**src/design/rln_pkg.sv**
```systemverilog
// ----------------------------------------------------------------------------
// rln_pkg: shared types and constants for the relative difference norm block
// Holds output field widths, controller state type and command/status bundles.
// ----------------------------------------------------------------------------
package rln_pkg;

    localparam int CfgIdxW  = 2;
    localparam int CfgDataW = 16;
    localparam int L2RefW   = 26;
    localparam int L2DiffW  = 27;
    localparam int L1RefW   = 36;
    localparam int L1DiffW  = 37;
    localparam int RelW     = 32;
    localparam int SqrtStepW = 6;
    localparam int DivStepW  = 7;

    localparam logic [CfgIdxW-1:0] REG_ROW_FIRST = 2'd0;
    localparam logic [CfgIdxW-1:0] REG_ROW_LIMIT = 2'd1;
    localparam logic [CfgIdxW-1:0] REG_COL_FIRST = 2'd2;
    localparam logic [CfgIdxW-1:0] REG_COL_LIMIT = 2'd3;

    typedef enum logic [4:0] {
        ST_ACC   = 5'b00001,
        ST_SQRT  = 5'b00010,
        ST_DIV2  = 5'b00100,
        ST_DIV1  = 5'b01000,
        ST_OUT   = 5'b10000
    } rln_state_t;

    typedef struct packed {
        logic accumulate;
        logic sqrt_start;
        logic sqrt_step;
        logic div_start_l2;
        logic div_start_l1;
        logic div_step;
        logic capture;
        logic clear;
    } rln_cmd_t;

    typedef struct packed {
        logic sqrt_done;
        logic div_done;
    } rln_status_t;

endpackage

```
**src/design/rln_ctrl.sv**
```systemverilog
// ----------------------------------------------------------------------------
// rln_ctrl: controller for the relative difference norm block
// Sequences accumulation, square roots, the two divisions and output.
// ----------------------------------------------------------------------------
module rln_ctrl (
    input  logic                  clk,
    input  logic                  rst_n,
    input  logic                  in_valid,
    input  logic                  in_last,
    output logic                  in_ready,
    output logic                  out_valid,
    input  logic                  out_ready,
    input  rln_pkg::rln_status_t  status,
    output rln_pkg::rln_cmd_t     cmd
);
    import rln_pkg::*;

    rln_state_t state_reg, state_next;
    logic       out_valid_reg, out_valid_next;

    always_comb
    begin
        state_next     = state_reg;
        out_valid_next = out_valid_reg;
        cmd            = '0;
        in_ready       = 1'b0;
        if (out_valid_reg && out_ready)
        begin
            out_valid_next = 1'b0;
        end
        case (state_reg)
            ST_ACC:
            begin
                in_ready       = 1'b1;
                cmd.accumulate = in_valid;
                if (in_valid && in_last)
                begin
                    state_next = ST_SQRT;
                end
            end
            ST_SQRT:
            begin
                cmd.sqrt_step = 1'b1;
                if (status.sqrt_done)
                begin
                    state_next       = ST_DIV2;
                    cmd.div_start_l2 = 1'b1;
                end
            end
            ST_DIV2:
            begin
                cmd.div_step = 1'b1;
                if (status.div_done)
                begin
                    state_next       = ST_DIV1;
                    cmd.div_start_l1 = 1'b1;
                end
            end
            ST_DIV1:
            begin
                cmd.div_step = 1'b1;
                if (status.div_done)
                begin
                    state_next = ST_OUT;
                end
            end
            ST_OUT:
            begin
                // wait for the previous result beat to leave the output register
                if (!out_valid_reg || out_ready)
                begin
                    cmd.capture    = 1'b1;
                    cmd.clear      = 1'b1;
                    out_valid_next = 1'b1;
                    state_next     = ST_ACC;
                end
            end
            default:
            begin
                state_next = ST_ACC;
            end
        endcase
        cmd.sqrt_start = cmd.accumulate && in_last;
    end

    always_ff @(posedge clk or negedge rst_n)
    begin
        if (!rst_n)
        begin
            state_reg     <= ST_ACC;
            out_valid_reg <= 1'b0;
        end
        else
        begin
            state_reg     <= state_next;
            out_valid_reg <= out_valid_next;
        end
    end

    assign out_valid = out_valid_reg;

    a_onehot: assert property (@(posedge clk) disable iff (!rst_n) $onehot(state_reg))
        else $error("controller state not one-hot");
    a_capture_free: assert property (@(posedge clk) disable iff (!rst_n)
        cmd.capture |-> (!out_valid_reg || out_ready))
        else $error("result overwritten before taken");
    a_ready_acc: assert property (@(posedge clk) disable iff (!rst_n)
        in_ready |-> state_reg == ST_ACC)
        else $error("input taken outside accumulation");
endmodule

```
**config.mk**
```make
export PLATFORM = sky130hd
export DESIGN_NAME = rln_ctrl
export DESIGN_NICKNAME = d
export VERILOG_FILES = /design/src/design/rln_pkg.sv /design/src/design/rln_ctrl.sv
export SDC_FILE = /design/constraint.sdc
export NUM_CORES = 1
export LEC_CHECK = 0
export ABC_AREA = 1
export BUFFER_PORTS_ARGS = -buffer_cell sky130_fd_sc_hd__buf_2
export CORE_AREA = 2 2 39 41
export CTS_CLUSTER_SIZE = 40
export DETAILED_ROUTE_END_ITERATION = 10
export DIE_AREA = 0 0 41 43
export PLACE_DENSITY_LB_ADDON = 0.15
export SYNTH_ARGS = -nofsm -noshare
export SYNTH_HDL_FRONTEND = slang
export SYNTH_SLANG_ARGS = --single-unit
```
**constraint.sdc**
```tcl
create_clock -name clk -period 1.9 [get_ports clk]
set_input_delay 0 -clock clk [delete_from_list [all_inputs] [get_ports clk]]
set_output_delay 0 -clock clk [all_outputs]
set_load 0.02 [all_outputs]
```
# Word-level counts from Yosys, hierarchy flattened
# Index checks and enable logic that the tools add are counted.
# totals
inputBits,7
ramBits,0
rom_bits,0
reg_bits,6
wordCells,37
latchBits,0
n_memories,0
# classes
n_shift,0
muxes,18
n_addsub,0
reduce_logical,7
bitwise,0
n_lt_le_gt_ge,0
multipliers,0
n_div,0
n_eq_ne,10
# ops
cell,count
$mux W5,5
$pmux W5 S5,1
$ne A2 B2 Y1 const B,5
$mux W1,9
$mux W2,3
$eq A5 B1 Y1 const B,1
$eq A5 B2 Y1 const B,1
$eq A5 B3 Y1 const B,1
$eq A5 B4 Y1 const B,1
$eq A5 B5 Y1 const B,1
$reduce_and A5 Y1,1
$logic_and A1 B1 Y1,3
$reduce_or A2 Y1,1
$logic_not A1 Y1,1
$logic_or A1 B1 Y1,1

# Longest topological paths before layout
# logic_depth
depth_word,4
ltp_mapped,7

# Least setup slack after synthesis
# No wires, ideal clock.
# synth_path
kind,register -> register
startpoint,reg state_reg[0]
endpoint,reg state_reg[1]
slack_ps,702
setup_ps,67
n_path_buf,0
t_required_ps,1833
arrival_time_ps,1132
stages_incl_launch_ff,7
cell_sequence,dfstp_2 inv_1 nor2_1 nand3_1 inv_1 nand4_1 nand2_1
# synth_via
elab_chain_len,3
# synth_lines
item,line,rtl
"start, declared",rln_ctrl.sv:18,"rln_state_t state_reg, state_next;"
"start signal, assigned",rln_ctrl.sv:95,state_reg <= state_next;
"$eq A5 B5 Y1, or another cell as far along",rln_ctrl.sv:31,case (state_reg)
$ne A2 B2 Y1 (no line),--,
$reduce_and A5 Y1 (no line),--,
# Parallel ways exist; a longest one is shown, timed or not.
# A chain may end at the register's enable or synchronous reset.

==> metrics.md <==
| Metric | Value |
|---|---|
| Num rows | 14 |
| I/O Pins | 17 |
| FF-to-FF Start | state_reg[0] |
| N_diodes | 0 |
| Detailed-route DRC error count | 0 |
| Root Buffer | clkbuf_4 |
| Fillers | around 160 |
| Register bit total from synthesis | 6 |
| Final Cell Area | about 570 um^2 |
| Layout Utilization | about two fifths |
| Reg2Reg Setup Slack | 0.70 ns |
| Hold Path Depth | 4 |
| Via count | 433 |
| Commonest non-fill, non-tap cell in the layout | inv_1 |
| Initial Util | a little under a third |
| Max Clock Skew | between 0.004 and 0.005 ns |
| Crit-path max FO | 4 |
| Max-capacitance violation count | 0 |
| Vias in the first global route | 363 |
| Setup Fix Bufs, Post-CTS | 0 |
| CP required | approximately 1.9 ns |
| Syn_nets | 69 |
| Gr usage total | around an eighth |
| Critical Path Source | state_reg[0] |
| Nets | 91 |
| RSZ-0062 raised after global routing | false |
| Port Buffers | 16 |
| R2R cell count | 6 |
| TritonCTS Buffers | 3 |
| Wire per inst | between 9 and 10 um |
| Full die area | 1760 um^2 |
| Critical Path Start Type | flop |
| CTS Sinks | 6 |
| CTS tree | yes |
| Die Y | around 43 um |
| Outcome | completed |
| Placed cells | 93 |
| Synth top area cells | dfrtp_1 29%, inv_1 16%, nor2_1 9.6% |
| Crit path time final | 1.39 ns |
| Hold endpoint | out_valid |
| Mapped Area | approximately 430 um^2 |
| DRT Wirelength | about 910 um |
| Seq/Total Area, Yosys | 35.3% |
| Hpwl dp | ~760 um |
| Largest register FFs | 5 |
| Setup_tns | 0 ns |
| Clock Pin Slew Worst Setup and Hold Paths | 0.05 ns |
| Synth-to-Final Area Change | 32.4% |
| CTS H-tree depth | 1 |
| Worst skew pair latency | between 0.2 and 0.3 ns |
| Pin count of the biggest net entering global routing | 7 |
| CTS max path bufs | 2 |
| Worst path arrival time | between 1 and 1.5 ns |
| Area share of the largest cell type after synthesis | between 20% and 30% |
| DR iter-0 viols | 5 |
| PD cells | between 1000 and 1500 nW/um^2 |
| Peak supply drop | between 0.4 and 0.5 mV |
| Max_slew headroom | between 80% and 90% |
| CORE AREA | about 1400 um^2 |
| Static leakage | roughly 0.33 nW |
| Wire length of the first global-routing pass | around 1400 um |
| Synth cell types | 16 |
| Final Hold Vio Count | 0 |
| F_max | roughly 700 MHz |
| Yosys top cell by area | dfrtp_1 |
| Min-delay worst type | input pin to flop |
| First-pass DRT Iterations | 4 |
| Share of layout cells above drive strength 1 | 34.9% |
| Placed Area | 522 um^2 |
| Via density per instance | ~4.4 |
| Syn Area/Cell | around 6.9 um^2 |
| Ys Warns | 0 |
| Crit Reg-Reg Endpoint | state_reg[1] |
| Die W | approximately 41 um |
| Most frequent cells in the layout | 18 x inv_1, 16 x buf_2, 11 x nor2_1, 8 x nand2_1, 5 x dfrtp_1 |
| Worst Tran Pin Value | 0.178 ns |
| Non-Filler Instances | 99 |
| GP Congestion | between 0.7 and 0.8 |
| Global route total overflow | 0 |
| Initial antenna violation count | 0 |
| Number of gates resized after CTS | 0 |
| Final worst path period share | 73.3% |
| Crit path kind | flop to output pin |
| Final setup fails | 0 |
| Crit. End Element | output pin |
| Final antenna-violating net count | 0 |
| Post-Synthesis Cells | 62 |
| Max-slew violations | 0 |
| Hold Startpoint | out_ready |
metrics by stage:
step	hold WS (ns)	power, mW	worst slack, ns
6_report	0.0205	0.636	0.507
5_1_grt	0.0370	0.689	0.417
4_1_cts	0.0246	0.642	0.497
3_5_place_dp	-0.165	0.504	0.713
3_3_place_gp	-0.169	0.505	0.709
2_1_floorplan	-0.296	0.420	0.702
metal layers:
layer	routed length [um]	track usage (%)	up-vias
met1	402	13.6	187
li1	-	-	225
met5	0	0	-
met2	413	18.4	17
met4	42	12.0	0
met3	49	3.14	4
synthesized netlist by cell type, drive strengths merged:
cell,instances
nor2,14
buf,1
dfrtp,5
inv,18
o21bai,1
o21ai,2
nand2,11
nand4,3
dfstp,1
a21oi,1
o22ai,1
nand3,4
layout make-up:
type	instances	area, um^2	area share (%)
tap	16	20.0	3.52
sequential	6	151	26.7
multi-input combinational	37	203	35.7
inverter	18	67.6	11.9
timing repair buffer	18	100	17.6
clock buffer	4	26.3	4.63
what timing repair did:
| action | 4_1_cts | 5_1_grt |
|---|---|---|
| endpoints found under the setup margin | 0 | 0 |
| endpoints found under the hold margin | 8 | 0 |
| hold buffers | 2 | 0 |
kinds of logic (layout without fill, tap and decap cells):
family | Yosys count | in the layout | share of synthesized area (%)
flip-flops | 6 | 6 | 35.3
buffers and inverters | 19 | 40 | 17.5
AND/OR/NAND/NOR | 32 | 32 | 37.9
AO/OA/AOI/OAI | 5 | 5 | 9.33
how the worst max path moves through the flow:
stage / endpoint / slack [ns]
2_1_floorplan: state_reg[1] / 0.70
3_3_place_gp: state_reg[1] / 0.71
3_5_place_dp: state_reg[1] / 0.71
4_1_cts: cmd[7] / 0.50
5_1_grt: cmd[6] / 0.42
6_report: cmd[6] / 0.51
report_power, final:
| group | leakage [nW] | internal (mW) | switching [mW] |
|---|---|---|---|
| clock | 0.0150 | 0.0800 | 0.0532 |
| combinational | 0.240 | 0.106 | 0.211 |
| sequential | 0.0788 | 0.162 | 0.0242 |
worst max-delay path, stage by stage, from the launching register on:
cell,delay (ns)
dfstp_2,0.54
inv_1,0.04
nor2_1,0.12
nand3_1,0.17
nor2_1,0.11
buf_2,0.17
Note: power is estimated with default switching activity, not from simulation.
